File: src/design/tbpl_pkg.sv
`default_nettype none

package tbpl_pkg;

   // Default widths of the time base and of the byte counters.
   localparam int TIME_BITS_DEFAULT  = 48;
   localparam int COUNT_BITS_DEFAULT = 40;

   // Fixed field widths.
   localparam int LEN_BITS      = 16;
   localparam int RATE_BITS     = 32;
   localparam int WAIT_BITS     = 20;
   localparam int MEAS_BITS     = 40;
   localparam int VERDICT_BITS  = 2;
   localparam int ELAPSED_BITS  = 18;
   localparam int MUL_B_BITS    = 20;
   localparam int TOKEN_BITS    = RATE_BITS + MUL_B_BITS;
   localparam int COST_BITS     = 36;
   localparam int DIVIDEND_BITS = COST_BITS + 1;
   localparam int DIV_COUNT_BITS = $clog2(WAIT_BITS);
   localparam int RSP_DATA_BITS =
      ((VERDICT_BITS + WAIT_BITS + MEAS_BITS + 7) / 8) * 8;

   // Time and size constants.
   localparam logic [ELAPSED_BITS-1:0] ELAPSED_CAP_US = 18'd200000;
   localparam logic [MUL_B_BITS-1:0]   WINDOW_US      = 20'd1000000;
   localparam logic [MUL_B_BITS-1:0]   HALF_SECOND_US = 20'd500000;
   localparam logic [MUL_B_BITS-1:0]   ONE_SECOND_US  = 20'd1000000;
   localparam logic [LEN_BITS-1:0]     SMALL_PACKET   = 16'd100;
   localparam logic [MEAS_BITS-1:0]    MEAS_MAX       = {MEAS_BITS{1'b1}};

   // Register indexes of the configuration port.
   localparam int CSR_INDEX_BITS = 2;
   localparam logic [CSR_INDEX_BITS-1:0] CSR_TRAFFIC_INBOUND = 2'd0;
   localparam logic [CSR_INDEX_BITS-1:0] CSR_LIMIT_ENABLE    = 2'd1;
   localparam logic [CSR_INDEX_BITS-1:0] CSR_RATE_LIMIT      = 2'd2;

   typedef enum logic [VERDICT_BITS-1:0] {
      VERDICT_PASS = 2'd0,
      VERDICT_WAIT = 2'd1,
      VERDICT_DROP = 2'd2
   } verdict_type;

   typedef enum logic [2:0] {
      MUL_NONE   = 3'd0,
      MUL_CAP    = 3'd1,
      MUL_COST   = 3'd2,
      MUL_REFILL = 3'd3,
      MUL_RSEC   = 3'd4
   } mul_op_type;

   typedef enum logic [2:0] {
      BKT_HOLD   = 3'd0,
      BKT_CLEAR  = 3'd1,
      BKT_INIT   = 3'd2,
      BKT_REFILL = 3'd3,
      BKT_SPEND  = 3'd4
   } bucket_op_type;

   // Commands from the controller to the datapath.
   typedef struct packed {
      logic          accept;
      logic          elapsed_step;
      mul_op_type    mul_op;
      bucket_op_type bucket_op;
      logic          applied_set;
      logic          applied_clear;
      logic          need_load;
      logic          div_start;
      logic          div_step;
      logic          late_load;
      logic          verdict_we;
      verdict_type   verdict;
      logic          out_load;
   } ctl_cmd_type;

   // Status from the datapath to the controller.
   typedef struct packed {
      logic active;
      logic applied;
      logic bypass;
      logic fits;
      logic over_limit;
      logic out_free;
   } dp_status_type;

endpackage

`default_nettype wire

File: src/design/token_bucket_packet_limiter_top.sv
// Channel  Dir  Handshake              Payload
// req      in   req_tvalid/req_tready  tdata: timestamp_us, packet_length; tuser: in_window
// rsp      out  rsp_tvalid/rsp_tready  tdata: verdict, wait_us, measured_rate; tuser: rate_update
// csr      in   csr_we                 csr_index, csr_wdata (no read-back)
//
// A result loads after the decision when limiting is off or bypassed, after the spend on a
// pass on credit, after the check on a drop and after the 20-step restoring divider on a wait;
// the next word is taken only once the result has loaded, so a word occupies the block alone.
// Reset is synchronous and active high; it restores the defaults and clears the persistent state.
// A new word is taken while the previous result waits on a stalled rsp side;
// the finished result then holds until the result register frees up.
`default_nettype none

module token_bucket_packet_limiter_top #(
   parameter int TIME_BITS  = tbpl_pkg::TIME_BITS_DEFAULT,
   parameter int COUNT_BITS = tbpl_pkg::COUNT_BITS_DEFAULT,
   localparam int REQ_DATA_BITS = ((TIME_BITS + tbpl_pkg::LEN_BITS + 7) / 8) * 8
) (
   input  wire logic                                clock,
   input  wire logic                                reset,
   // Input words.
   input  wire logic                                req_tvalid,
   output logic                                     req_tready,
   // From bit 0: timestamp_us (TIME_BITS), packet_length (16), zero fill.
   input  wire logic [REQ_DATA_BITS-1:0]            req_tdata,
   // Bit 0: in_window.
   input  wire logic                                req_tuser,
   // Result words.
   output logic                                     rsp_tvalid,
   input  wire logic                                rsp_tready,
   // From bit 0: verdict (2), wait_us (20), measured_rate (40), zero fill.
   output logic [tbpl_pkg::RSP_DATA_BITS-1:0]       rsp_tdata,
   // Bit 0: rate_update.
   output logic                                     rsp_tuser,
   // Register writes: 0 traffic_inbound, 1 limit_enable, 2 rate_limit.
   input  wire logic                                csr_we,
   input  wire logic [tbpl_pkg::CSR_INDEX_BITS-1:0] csr_index,
   input  wire logic [tbpl_pkg::RATE_BITS-1:0]      csr_wdata
);

   // The controller steps each word through elapsed-time update, bucket
   // setup, refill, spend, and the optional divide; the datapath holds the
   // configuration and bucket state, the shared multiplier, the divider and the result register.
   tbpl_pkg::ctl_cmd_type   cmd;
   tbpl_pkg::dp_status_type sts;

   tbpl_ctrl u_ctrl (
      .clock      (clock),
      .reset      (reset),
      .req_tvalid (req_tvalid),
      .req_tready (req_tready),
      .sts        (sts),
      .cmd        (cmd)
   );

   tbpl_datapath #(
      .TIME_BITS  (TIME_BITS),
      .COUNT_BITS (COUNT_BITS)
   ) u_datapath (
      .clock      (clock),
      .reset      (reset),
      .cmd        (cmd),
      .sts        (sts),
      .req_tdata  (req_tdata),
      .req_tuser  (req_tuser),
      .rsp_tvalid (rsp_tvalid),
      .rsp_tready (rsp_tready),
      .rsp_tdata  (rsp_tdata),
      .rsp_tuser  (rsp_tuser),
      .csr_we     (csr_we),
      .csr_index  (csr_index),
      .csr_wdata  (csr_wdata)
   );

endmodule

`default_nettype wire

File: src/design/tbpl_ctrl.sv
`default_nettype none

module tbpl_ctrl (
   input  wire logic                    clock,
   input  wire logic                    reset,
   input  wire logic                    req_tvalid,
   output logic                         req_tready,
   input  wire tbpl_pkg::dp_status_type sts,
   output tbpl_pkg::ctl_cmd_type        cmd
);

   typedef enum logic [9:0] {
      ST_IDLE       = 10'b00_0000_0001,
      ST_ELAPSED    = 10'b00_0000_0010,
      ST_DECIDE     = 10'b00_0000_0100,
      ST_MUL_REFILL = 10'b00_0000_1000,
      ST_REFILL     = 10'b00_0001_0000,
      ST_SPEND      = 10'b00_0010_0000,
      ST_CHECK      = 10'b00_0100_0000,
      ST_DIV        = 10'b00_1000_0000,
      ST_LATE       = 10'b01_0000_0000,
      ST_OUT        = 10'b10_0000_0000
   } state_type;

   localparam logic [tbpl_pkg::DIV_COUNT_BITS-1:0] DIV_LAST =
      tbpl_pkg::DIV_COUNT_BITS'(tbpl_pkg::WAIT_BITS - 1);

   state_type                             state_ff, state_in;
   logic [tbpl_pkg::DIV_COUNT_BITS-1:0]   count_ff, count_in;

   always_comb begin
      state_in   = state_ff;
      count_in   = count_ff;
      cmd        = '0;
      req_tready = 1'b0;
      unique case (state_ff)
         ST_IDLE: begin
            req_tready = 1'b1;
            if (req_tvalid) begin
               cmd.accept = 1'b1;
               state_in   = ST_ELAPSED;
            end
         end
         ST_ELAPSED: begin
            cmd.elapsed_step = 1'b1;
            cmd.mul_op       = tbpl_pkg::MUL_CAP;
            state_in         = ST_DECIDE;
         end
         ST_DECIDE: begin
            cmd.mul_op = tbpl_pkg::MUL_COST;
            priority if (!sts.active) begin
               cmd.bucket_op     = tbpl_pkg::BKT_CLEAR;
               cmd.applied_clear = 1'b1;
               state_in          = ST_OUT;
            end else begin
               if (!sts.applied) begin
                  cmd.bucket_op   = tbpl_pkg::BKT_INIT;
                  cmd.applied_set = 1'b1;
               end
               state_in = sts.bypass ? ST_OUT : ST_MUL_REFILL;
            end
         end
         ST_MUL_REFILL: begin
            cmd.mul_op = tbpl_pkg::MUL_REFILL;
            state_in   = ST_REFILL;
         end
         ST_REFILL: begin
            cmd.bucket_op = tbpl_pkg::BKT_REFILL;
            cmd.mul_op    = tbpl_pkg::MUL_RSEC;
            state_in      = ST_SPEND;
         end
         ST_SPEND: begin
            priority if (sts.fits) begin
               cmd.bucket_op = tbpl_pkg::BKT_SPEND;
               state_in      = ST_OUT;
            end else begin
               cmd.bucket_op = tbpl_pkg::BKT_CLEAR;
               cmd.need_load = 1'b1;
               state_in      = ST_CHECK;
            end
         end
         ST_CHECK: begin
            priority if (sts.over_limit) begin
               cmd.verdict_we = 1'b1;
               cmd.verdict    = tbpl_pkg::VERDICT_DROP;
               state_in       = ST_OUT;
            end else begin
               cmd.div_start = 1'b1;
               count_in      = '0;
               state_in      = ST_DIV;
            end
         end
         ST_DIV: begin
            cmd.div_step = 1'b1;
            count_in     = count_ff + tbpl_pkg::DIV_COUNT_BITS'(1);
            if (count_ff == DIV_LAST) begin
               state_in = ST_LATE;
            end
         end
         ST_LATE: begin
            cmd.late_load  = 1'b1;
            cmd.verdict_we = 1'b1;
            cmd.verdict    = tbpl_pkg::VERDICT_WAIT;
            state_in       = ST_OUT;
         end
         ST_OUT: begin
            if (sts.out_free) begin
               cmd.out_load = 1'b1;
               state_in     = ST_IDLE;
            end
         end
         default: begin
            state_in = ST_IDLE;
         end
      endcase
   end

   always_ff @(posedge clock) begin
      if (reset) begin
         state_ff <= ST_IDLE;
         count_ff <= '0;
      end else begin
         state_ff <= state_in;
         count_ff <= count_in;
      end
   end

   // A result is never written over one that has not been taken.
   a_out_free: assert property (@(posedge clock) disable iff (reset)
      cmd.out_load |-> sts.out_free)
      else $error("result register overwritten");

   // The divider always runs its full count before the late update.
   a_div_done: assert property (@(posedge clock) disable iff (reset)
      (state_ff == ST_LATE) |-> ($past(count_ff) == DIV_LAST))
      else $error("divider left early");

endmodule

`default_nettype wire

File: src/design/tbpl_datapath.sv
`default_nettype none

module tbpl_datapath #(
   parameter int TIME_BITS  = tbpl_pkg::TIME_BITS_DEFAULT,
   parameter int COUNT_BITS = tbpl_pkg::COUNT_BITS_DEFAULT,
   localparam int REQ_DATA_BITS = ((TIME_BITS + tbpl_pkg::LEN_BITS + 7) / 8) * 8
) (
   input  wire logic                                  clock,
   input  wire logic                                  reset,
   input  wire tbpl_pkg::ctl_cmd_type                 cmd,
   output tbpl_pkg::dp_status_type                    sts,
   input  wire logic [REQ_DATA_BITS-1:0]              req_tdata,
   input  wire logic                                  req_tuser,
   output logic                                       rsp_tvalid,
   input  wire logic                                  rsp_tready,
   output logic [tbpl_pkg::RSP_DATA_BITS-1:0]         rsp_tdata,
   output logic                                       rsp_tuser,
   input  wire logic                                  csr_we,
   input  wire logic [tbpl_pkg::CSR_INDEX_BITS-1:0]   csr_index,
   input  wire logic [tbpl_pkg::RATE_BITS-1:0]        csr_wdata
);

   localparam int LB = tbpl_pkg::LEN_BITS;
   localparam int RB = tbpl_pkg::RATE_BITS;
   localparam int WB = tbpl_pkg::WAIT_BITS;
   localparam int KB = tbpl_pkg::TOKEN_BITS;
   localparam int CB = tbpl_pkg::COST_BITS;
   localparam int DB = tbpl_pkg::DIVIDEND_BITS;
   localparam int EB = tbpl_pkg::ELAPSED_BITS;
   localparam int MB = tbpl_pkg::MEAS_BITS;
   localparam int PAD_BITS =
      tbpl_pkg::RSP_DATA_BITS - tbpl_pkg::VERDICT_BITS - WB - MB;

   // Configuration.
   logic                  inbound_ff, inbound_in;
   logic                  enable_ff, enable_in;
   logic [RB-1:0]         rate_ff, rate_in;
   // Persistent state.
   logic                  applied_ff, applied_in;
   logic [TIME_BITS-1:0]  last_time_ff, last_time_in;
   logic [TIME_BITS-1:0]  window_start_ff, window_start_in;
   logic [COUNT_BITS-1:0] window_bytes_ff, window_bytes_in;
   logic [COUNT_BITS-1:0] rate_hold_ff, rate_hold_in;
   logic [KB-1:0]         bucket_ff, bucket_in;
   // Per-packet working registers.
   logic [TIME_BITS-1:0]  ts_ff, ts_in;
   logic [LB-1:0]         len_ff, len_in;
   logic                  window_flag_ff, window_flag_in;
   logic [EB-1:0]         elapsed_ff, elapsed_in;
   logic [KB-1:0]         cap_ff, cap_in;
   logic [CB-1:0]         cost_ff, cost_in;
   logic [KB-1:0]         refill_ff, refill_in;
   logic [KB-1:0]         rsec_ff, rsec_in;
   logic [CB-1:0]         need_ff, need_in;
   logic [RB-1:0]         rem_ff, rem_in;
   logic [WB-1:0]         quot_ff, quot_in;
   tbpl_pkg::verdict_type verdict_ff, verdict_in;
   logic                  update_ff, update_in;
   // Result register.
   logic                  rsp_valid_ff, rsp_valid_in;
   tbpl_pkg::verdict_type rsp_verdict_ff, rsp_verdict_in;
   logic [WB-1:0]         rsp_wait_ff, rsp_wait_in;
   logic [MB-1:0]         rsp_meas_ff, rsp_meas_in;
   logic                  rsp_update_ff, rsp_update_in;

   // Combinational helpers.
   logic [RB-1:0]         mul_a;
   logic [tbpl_pkg::MUL_B_BITS-1:0] mul_b;
   logic [KB-1:0]         product;
   logic [TIME_BITS-1:0]  time_diff;
   logic [TIME_BITS-1:0]  win_diff;
   logic [COUNT_BITS:0]   byte_sum;
   logic [COUNT_BITS-1:0] byte_sat;
   logic [KB:0]           bucket_sum;
   logic [DB-1:0]         dividend;
   logic [RB:0]           trial;

   // One shared multiplier; the product of each selected operation lands in a register.
   always_comb begin
      unique case (cmd.mul_op)
         tbpl_pkg::MUL_CAP: begin
            mul_a = rate_ff;
            mul_b = tbpl_pkg::HALF_SECOND_US;
         end
         tbpl_pkg::MUL_COST: begin
            mul_a = RB'(len_ff);
            mul_b = tbpl_pkg::ONE_SECOND_US;
         end
         tbpl_pkg::MUL_REFILL: begin
            mul_a = rate_ff;
            mul_b = tbpl_pkg::MUL_B_BITS'(elapsed_ff);
         end
         tbpl_pkg::MUL_RSEC: begin
            mul_a = rate_ff;
            mul_b = tbpl_pkg::ONE_SECOND_US;
         end
         default: begin
            mul_a = '0;
            mul_b = '0;
         end
      endcase
      product = KB'(mul_a) * KB'(mul_b);
   end

   always_comb begin
      time_diff  = ts_ff - last_time_ff;
      win_diff   = ts_ff - window_start_ff;
      byte_sum   = {1'b0, window_bytes_ff} + (COUNT_BITS + 1)'(len_ff);
      byte_sat   = byte_sum[COUNT_BITS] ? '1 : byte_sum[COUNT_BITS-1:0];
      bucket_sum = {1'b0, bucket_ff} + {1'b0, refill_ff};
      dividend   = {1'b0, need_ff} + DB'(rate_ff) - DB'(1);
      trial      = {rem_ff, quot_ff[WB-1]} - {1'b0, rate_ff};
   end

   always_comb begin
      inbound_in      = inbound_ff;
      enable_in       = enable_ff;
      rate_in         = rate_ff;
      applied_in      = applied_ff;
      last_time_in    = last_time_ff;
      window_start_in = window_start_ff;
      window_bytes_in = window_bytes_ff;
      rate_hold_in    = rate_hold_ff;
      bucket_in       = bucket_ff;
      ts_in           = ts_ff;
      len_in          = len_ff;
      window_flag_in  = window_flag_ff;
      elapsed_in      = elapsed_ff;
      cap_in          = cap_ff;
      cost_in         = cost_ff;
      refill_in       = refill_ff;
      rsec_in         = rsec_ff;
      need_in         = need_ff;
      rem_in          = rem_ff;
      quot_in         = quot_ff;
      verdict_in      = verdict_ff;
      update_in       = update_ff;
      rsp_verdict_in  = rsp_verdict_ff;
      rsp_wait_in     = rsp_wait_ff;
      rsp_meas_in     = rsp_meas_ff;
      rsp_update_in   = rsp_update_ff;
      rsp_valid_in    = rsp_valid_ff & ~rsp_tready;

      if (cmd.accept) begin
         ts_in          = req_tdata[TIME_BITS-1:0];
         len_in         = req_tdata[TIME_BITS +: LB];
         window_flag_in = req_tuser;
         verdict_in     = tbpl_pkg::VERDICT_PASS;
         update_in      = 1'b0;
      end

      // Elapsed time, clamped, and the one-second byte window.
      if (cmd.elapsed_step) begin
         elapsed_in   = (time_diff > TIME_BITS'(tbpl_pkg::ELAPSED_CAP_US))
                        ? tbpl_pkg::ELAPSED_CAP_US : time_diff[EB-1:0];
         last_time_in = ts_ff;
         if (win_diff >= TIME_BITS'(tbpl_pkg::WINDOW_US)) begin
            rate_hold_in    = byte_sat;
            window_bytes_in = '0;
            window_start_in = ts_ff;
            update_in       = 1'b1;
         end else begin
            window_bytes_in = byte_sat;
         end
      end

      unique case (cmd.mul_op)
         tbpl_pkg::MUL_CAP:    cap_in    = product;
         tbpl_pkg::MUL_COST:   cost_in   = product[CB-1:0];
         tbpl_pkg::MUL_REFILL: refill_in = product;
         tbpl_pkg::MUL_RSEC:   rsec_in   = product;
         default: begin
         end
      endcase

      unique case (cmd.bucket_op)
         tbpl_pkg::BKT_CLEAR:  bucket_in = '0;
         tbpl_pkg::BKT_INIT:   bucket_in = cap_ff;
         tbpl_pkg::BKT_REFILL: bucket_in = (bucket_sum > {1'b0, cap_ff})
                                           ? cap_ff : bucket_sum[KB-1:0];
         tbpl_pkg::BKT_SPEND:  bucket_in = bucket_ff - KB'(cost_ff);
         default: begin
         end
      endcase

      if (cmd.applied_set) begin
         applied_in = 1'b1;
      end
      if (cmd.applied_clear) begin
         applied_in = 1'b0;
      end

      // The bucket is below the cost here, so the shortfall fits the cost width.
      if (cmd.need_load) begin
         need_in = cost_ff - bucket_ff[CB-1:0];
      end

      // Ceiling division by dividing need + rate - 1; the quotient fits WAIT_BITS,
      // so the top part of the dividend already sits below the rate.
      if (cmd.div_start) begin
         rem_in  = RB'(dividend[DB-1:WB]);
         quot_in = dividend[WB-1:0];
      end
      if (cmd.div_step) begin
         if (!trial[RB]) begin
            rem_in  = trial[RB-1:0];
            quot_in = {quot_ff[WB-2:0], 1'b1};
         end else begin
            rem_in  = {rem_ff[RB-2:0], quot_ff[WB-1]};
            quot_in = {quot_ff[WB-2:0], 1'b0};
         end
      end

      // The time base moves past the wait.
      if (cmd.late_load) begin
         last_time_in = ts_ff + TIME_BITS'(quot_ff);
      end

      if (cmd.verdict_we) begin
         verdict_in = cmd.verdict;
      end

      if (cmd.out_load) begin
         rsp_valid_in   = 1'b1;
         rsp_verdict_in = verdict_ff;
         rsp_wait_in    = (verdict_ff == tbpl_pkg::VERDICT_WAIT) ? quot_ff : '0;
         rsp_meas_in    = (64'(rate_hold_ff) > 64'(tbpl_pkg::MEAS_MAX))
                          ? tbpl_pkg::MEAS_MAX : MB'(rate_hold_ff);
         rsp_update_in  = update_ff;
      end

      if (csr_we) begin
         unique case (csr_index)
            tbpl_pkg::CSR_TRAFFIC_INBOUND: inbound_in = csr_wdata[0];
            tbpl_pkg::CSR_LIMIT_ENABLE:    enable_in  = csr_wdata[0];
            tbpl_pkg::CSR_RATE_LIMIT: begin
               rate_in    = csr_wdata;
               applied_in = 1'b0;
            end
            default: begin
            end
         endcase
      end
   end

   always_ff @(posedge clock) begin
      if (reset) begin
         inbound_ff      <= 1'b1;
         enable_ff       <= 1'b0;
         rate_ff         <= '0;
         applied_ff      <= 1'b0;
         last_time_ff    <= '0;
         window_start_ff <= '0;
         window_bytes_ff <= '0;
         rate_hold_ff    <= '0;
         bucket_ff       <= '0;
         rsp_valid_ff    <= 1'b0;
      end else begin
         inbound_ff      <= inbound_in;
         enable_ff       <= enable_in;
         rate_ff         <= rate_in;
         applied_ff      <= applied_in;
         last_time_ff    <= last_time_in;
         window_start_ff <= window_start_in;
         window_bytes_ff <= window_bytes_in;
         rate_hold_ff    <= rate_hold_in;
         bucket_ff       <= bucket_in;
         rsp_valid_ff    <= rsp_valid_in;
      end
   end

   always_ff @(posedge clock) begin
      ts_ff          <= ts_in;
      len_ff         <= len_in;
      window_flag_ff <= window_flag_in;
      elapsed_ff     <= elapsed_in;
      cap_ff         <= cap_in;
      cost_ff        <= cost_in;
      refill_ff      <= refill_in;
      rsec_ff        <= rsec_in;
      need_ff        <= need_in;
      rem_ff         <= rem_in;
      quot_ff        <= quot_in;
      verdict_ff     <= verdict_in;
      update_ff      <= update_in;
      rsp_verdict_ff <= rsp_verdict_in;
      rsp_wait_ff    <= rsp_wait_in;
      rsp_meas_ff    <= rsp_meas_in;
      rsp_update_ff  <= rsp_update_in;
   end

   always_comb begin
      sts.active     = enable_ff & window_flag_ff;
      sts.applied    = applied_ff;
      sts.bypass     = (rate_ff == '0) ||
                       (!inbound_ff && (len_ff < tbpl_pkg::SMALL_PACKET));
      sts.fits       = bucket_ff >= KB'(cost_ff);
      sts.over_limit = KB'(need_ff) > rsec_ff;
      sts.out_free   = ~rsp_valid_ff | rsp_tready;
   end

   assign rsp_tvalid = rsp_valid_ff;
   assign rsp_tdata  = {{PAD_BITS{1'b0}}, rsp_meas_ff, rsp_wait_ff, rsp_verdict_ff};
   assign rsp_tuser  = rsp_update_ff;

   // A refill never leaves more than half a second of credit.
   a_refill_cap: assert property (@(posedge clock) disable iff (reset)
      (cmd.bucket_op == tbpl_pkg::BKT_REFILL) |=> (bucket_ff <= cap_ff))
      else $error("bucket above cap after refill");

   // The computed wait never exceeds one second.
   a_wait_bound: assert property (@(posedge clock) disable iff (reset)
      cmd.late_load |-> (quot_ff <= tbpl_pkg::ONE_SECOND_US))
      else $error("wait above one second");

   // Only a delayed pass carries a wait.
   a_wait_zero: assert property (@(posedge clock) disable iff (reset)
      (rsp_valid_ff && (rsp_verdict_ff != tbpl_pkg::VERDICT_WAIT))
      |-> (rsp_wait_ff == '0))
      else $error("wait given without wait verdict");

endmodule

`default_nettype wire
File: config.mk
export PLATFORM = sky130hd
export DESIGN_NAME = token_bucket_packet_limiter_top
export DESIGN_NICKNAME = d
export VERILOG_FILES = /design/src/design/tbpl_pkg.sv /design/src/design/token_bucket_packet_limiter_top.sv /design/src/design/tbpl_ctrl.sv /design/src/design/tbpl_datapath.sv
export SDC_FILE = /design/constraint.sdc
export NUM_CORES = 2
export LEC_CHECK = 0
export ABC_AREA = 1
export BUFFER_PORTS_ARGS = -buffer_cell sky130_fd_sc_hd__buf_4
export CAP_MARGIN = 20
export CORE_MARGIN = 4
export CORE_UTILIZATION = 56
export CTS_CLUSTER_SIZE = 20
export DETAILED_ROUTE_END_ITERATION = 8
export GPL_ROUTABILITY_DRIVEN = 0
export PLACE_DENSITY = 0.73
export SYNTH_ARGS = -nofsm -noshare
export SYNTH_HDL_FRONTEND = slang
export SYNTH_HIERARCHICAL = 1
export SYNTH_SLANG_ARGS = --single-unit
export TNS_END_PERCENT = 30
File: constraint.sdc
create_clock -name clock -period 13.19 [get_ports clock]
set_input_delay 1.9785 -clock clock [delete_from_list [all_inputs] [get_ports clock]]
set_output_delay 1.9785 -clock clock [all_outputs]
set_load 0.005 [all_outputs]
Word-level counts from Yosys, hierarchy flattened
Index checks and enable logic that the tools add are counted.
{"block": "op_classes", "reduce_logical": 18, "magnitude_cmp": 6, "bitwise_logic": 5, "n_mux": 56, "addsub": 11, "n_eq_ne": 26, "mul": 1, "div": 0, "shifts": 0}
{"operator": "one-hot mux 52 bit (4 select lines)", "n": 1}
{"operator": "one-hot mux 10 bit (10 select lines)", "n": 1}
{"operator": "two-way mux 32 bit", "n": 3}
{"operator": "two-way mux 48 bit", "n": 2}
{"operator": "subtractor 48 bit", "n": 2}
{"operator": "two-way mux 40 bit", "n": 2}
{"operator": "two-way mux 10 bit", "n": 7}
{"operator": "one-hot mux 32 bit (2 select lines)", "n": 1}
{"operator": "one-hot mux 20 bit (3 select lines)", "n": 1}
{"operator": "adder 52 x 52 -> 53 bit", "n": 1}
{"operator": "> comparator 53 x 52 -> 1 bit", "n": 1}
{"operator": ">= comparator 52 x 36 -> 1 bit", "n": 1}
{"operator": "> comparator 36 x 52 -> 1 bit", "n": 1}
{"operator": "multiplier 32 x 20 -> 52 bit", "n": 1}
{"operator": "two-way mux 52 bit", "n": 1}
{"operator": "subtractor 52 x 36 -> 52 bit", "n": 1}
{"operator": "adder 48 x 20 -> 48 bit", "n": 1}
{"operator": ">= comparator 48 x 20 -> 1 bit, second input constant", "n": 1}
{"operator": "> comparator 48 x 18 -> 1 bit, second input constant", "n": 1}
{"operator": "adder 40 x 16 -> 41 bit", "n": 1}
{"operator": "two-way mux 20 bit", "n": 2}
{"operator": "adder 36 x 32 -> 37 bit", "n": 1}
{"operator": "subtractor 37 x 1 -> 37 bit, second input constant", "n": 1}
{"operator": "subtractor 36 bit", "n": 1}
{"operator": "other kinds (43)", "n": 87}
{"block": "word_totals", "mem_count": 0, "reg_bits": 708, "romBits": 0, "inputBits": 104, "ram_bits": 0, "latchBits": 0}

Longest topological paths before layout
{"block": "depth", "depth_word": 7, "mapped_depth": 42, "mapped_depth_nobuf": 40}

Modules after synthesis
Netlist, hierarchy kept.
{"module": "tbpl_datapath", "instances": 1, "area_each_um2": 73096.4, "seq_area_each_um2": 18157.4, "cells_per_inst": 10062}
{"module": "tbpl_ctrl", "instances": 1, "area_each_um2": 1071.0, "seq_area_each_um2": 300.3, "cells_per_inst": 162}

Worst setup path after synthesis
Ideal clock, no wire load.
{"block": "synth_timing", "kind": "register to register", "start": "register u_ctrl.state_ff[4]", "end": "register u_datapath.cap_ff[43], data pin", "setup_ps": 170, "arrival_ps": 10295, "path_slack_ps": 2726, "path_stages_with_launch": 38, "synth_period_minus_slack_ps": 10464, "cell_sequence": "dfxtp_1 > nor2_4 > nand2_1 > nor2_2 > nand3_2 > nand2_1 > inv_1 > nor2_1 > inv_1 > nor2_1 > nor2_2 > clkinv_1 > a21oi_1 > inv_1 > clkbuf_1 > nand2_1 > fa_1 > inv_1 > [... 2 more ...] > fa_1 > fa_1 > fa_1 > inv_1 > fa_1 > inv_1 > ha_1 > nand2_1 > nor2_1 > inv_1 > nor3_1 > inv_1 > nor4_1 > a21oi_1 > o31ai_1 > nand3_1 > nand2_1 > xor2_1"}
{"item": "from (decl)", "line": "tbpl_ctrl.sv:28", "source": "state_type state_ff, state_in;"}
{"item": "from (signal assigned)", "line": "tbpl_ctrl.sv:123", "source": "state_ff <= state_in;"}
{"item": "to (signal assigned)", "line": "tbpl_datapath.sv:277", "source": "cap_ff <= cap_in;"}
{"item": "to (decl)", "line": "tbpl_datapath.sv:50", "source": "logic [KB-1:0] cap_ff, cap_in;"}

==> out/summary.txt <==
Final Max Tran Viols: 0
Clk pin slew, worst setup/hold paths: 60 ps
asr flop ratio synth: 0
Die Area: 138000 um^2
Die Y: 372 um
most used cell, CP: fa_1
R2R Path Start: u_ctrl/state_ff[4]
Max-Cap Viols: 0
Max Buffers Root-to-Sink: 3
EDFF count, synth: 428
# IOs: 171
mapped cell area: 74200 um^2
dpl cells: 11945
share of cells above drive strength 1: 0.0503
Synth cell types: 64
core area: 131000 um^2
Initial Util: 0.564
Root Driver: clkbuf_16
Arr. time, crit path: 12040 ps
yosys warns: 6
CP startpoint: u_ctrl/state_ff[4]
# H-tree levels: 3
headroom to the max-slew limit: 0.183
status: finished clean
routed vias/inst: 5.86
Routed WL: 252000 um
area of the multi-input gates: 46600 um^2
Post-Layout Cell Count: 12108
Num CTS Buffers: 84
CP max-delay cell: a21oi_2
Setup violations, final: 0
largest stage delay on the critical path: 880 ps
Setup CP Type: reg2reg
startpoint types: flop
Setup Buffers After CTS: 0
met2 wire length: 103000 um
Die Wd: 372 um
setup tns final: 0 ps
Port Buffers: 168
DR iter-0 viols: 8735
Peak VDD IR: 0.119 mV
PD cells: 94.7 nW/um^2
final net count: 11532
Sink Count: 708
Worst EP required: 13700 ps
Seq/Total Area, Yosys: 0.249
Min Clock Period, post-route: 11530 ps
RSZ-0062 raised after global routing: false
Filler cells: 12002
DR vias: 70921
GRT Resource Usage Total: 0.360
Mapped Avg Cell Area: 7.25 um^2
Least-Margin Pin Slew: 1210 ps
Min-Delay Path Class: reg2reg
post-route ant nets: 0
WL met1: 99100 um
TritonCTS clock tree: done
f_max: 86.7 MHz
critical-path maximum fanout: 18
DR WL/cell: 20.8 um
final hold violation count: 0
Pleak: 39.6 nW
Layout area overhead: 7.96%
crit end category: flop
hold buffer count at CTS: 0
Top Layer Used: met5
first-pass GRT wire length: 385000 um
commonest non-fill, non-tap cell in the layout: nand2_1
most frequent cells in the layout: nand2_1, inv_1, nor2_1
reg2reg setup slack: 1660 ps
Storage cell area: 18500 um^2
Post-DP HPWL: 200000 um
Hold Crit Start: u_datapath/update_ff
crit share post-route: 0.874
total grt overflow: 0
Site Rows: 133
Syn Inst Count: 10224
largest net degree at the start of global routing: 90
initial antenna violation count: 8
vias in the first global route: 67193
FF+latch count, synth: 708
Main synth FF type: edfxtp_1
PostCTS Resize Cnt: 0
TritonRoute pass-1 iters: 9
Max Clock Skew: 48.2 ps
DRC: 0
worst skew pair latency: 740 ps
routed wl met3: 35500 um
## cell families (layout without fill, tap and decap cells)
family | count (synthesis) | after routing | synth area share
simple gates | 4189 | 4189 | 0.236
other cells | 1 | 4 | 0.0000506
compound gates | 1504 | 1504 | 0.113
flops | 708 | 708 | 0.249
fa+ha+maj | 1148 | 1148 | 0.249
xor+xnor | 254 | 254 | 0.0300
buf+inv | 2420 | 2546 | 0.124
## synthesized netlist by cell type (5+ instances only)
library cell	n	area [um^2]
clkbuf_1	241	905
o21a_1	47	353
nor2_1	1040	3900
a21boi_0	15	113
ha_1	603	7540
nor2_2	10	62.6
fa_1	545	10900
o221ai_1	10	87.6
clkinv_1	20	75.1
o22ai_1	24	150
o21ai_1	20	100
nor3_1	81	405
nor4_1	42	263
inv_1	2097	7870
a221oi_1	7	61.3
inv_2	14	52.6
o211ai_1	38	285
o21ai_0	447	2240
o2111ai_1	9	78.8
buf_4	6	45.0
a21oi_2	13	114
buf_1	14	52.6
a31o_2	5	43.8
nand4_1	153	957
nand2_1	2206	8280
and2_1	5	31.3
xnor2_1	85	744
buf_6	7	78.8
xor2_1	169	1480
or2_2	40	250
buf_2	20	100
and3_1	6	37.5
a21o_1	36	270
nand3b_1	59	443
nand3_1	514	2570
a211oi_1	14	105
a31oi_1	62	388
nand2_2	8	50.1
edfxtp_1	428	12900
dfxtp_1	280	5610
o31ai_1	5	37.5
a21oi_1	700	3500
o21bai_1	39	293
## registers in the layout, indices dropped and copies added (netlist names), 5 cells and up
name,count
u_datapath/cost_ff,36
u_datapath/need_ff,36
u_datapath/window_bytes_ff,40
u_datapath/rsp_meas_ff,40
u_datapath/rsp_wait_ff,20
u_datapath/rem_ff,32
u_datapath/rate_ff,32
u_datapath/bucket_ff,52
u_datapath/ts_ff,48
u_datapath/window_start_ff,48
u_datapath/len_ff,16
u_datapath/rsec_ff,52
u_datapath/quot_ff,20
u_ctrl/count_ff,5
u_ctrl/state_ff,10
u_datapath/cap_ff,52
u_datapath/rate_hold_ff,40
u_datapath/refill_ff,52
u_datapath/last_time_ff,48
u_datapath/elapsed_ff,18
## final cells by class
cell class                 count  area share
sequential                   708       0.231
timing repair buffer         257      0.0244
tap                         1755      0.0274
multi-input combinational   7097       0.582
clock buffer                  99      0.0277
inverter                    2132       0.100
clock inverter                58     0.00742
antenna                        2   0.0000625
## path summary, 6_finish.rpt
check,to,depth (start not counted)
worst max register to register,u_datapath/rsec_ff[43],34
worst min register to register,u_datapath/rsp_tuser,0
worst min-delay path,u_datapath/rsp_tuser,0
worst max-delay path,u_datapath/rsec_ff[43],34
## critical path: cells and delay by family (launching register included)
| kind | cells | cell delay, ps |
|---|---|---|
| AOI/OAI and AO/OA | 3 | 1540 |
| and+or+nand+nor | 13 | 2960 |
| xor gates and xnor gates | 1 | 270 |
| DFF | 1 | 330 |
| buffers and inverters | 9 | 2260 |
| adders and majority gates | 8 | 3960 |
## stage by stage
stage	hold WS [ps]	utilization	instance area (um^2)	total power [W]	setup WS (ps)
2_1_floorplan	408	-	74200	0.00438	2730
3_3_place_gp	416	0.587	77200	0.00508	2440
3_5_place_dp	417	0.587	77200	0.00512	2060
4_1_cts	421	0.609	80000	0.00753	2020
5_1_grt	445	0.609	80100	0.00797	1220
6_report	430	0.609	80100	0.00758	1660
## metal layers
layer  vias up  GRT usage
li1      32452          -
met1     33175      0.490
met2      4496      0.524
met3       794      0.113
met4         4      0.162
met5         -          0
## power breakdown
group | internal (W) | total, W | switching [W]
logic | 0.000787 | 0.00246 | 0.00167
registers | 0.00253 | 0.00272 | 0.000189
clock network | 0.00136 | 0.00240 | 0.00105
total | 0.00467 | 0.00758 | 0.00291
No activity file was read; power rests on OpenSTA's default activity.
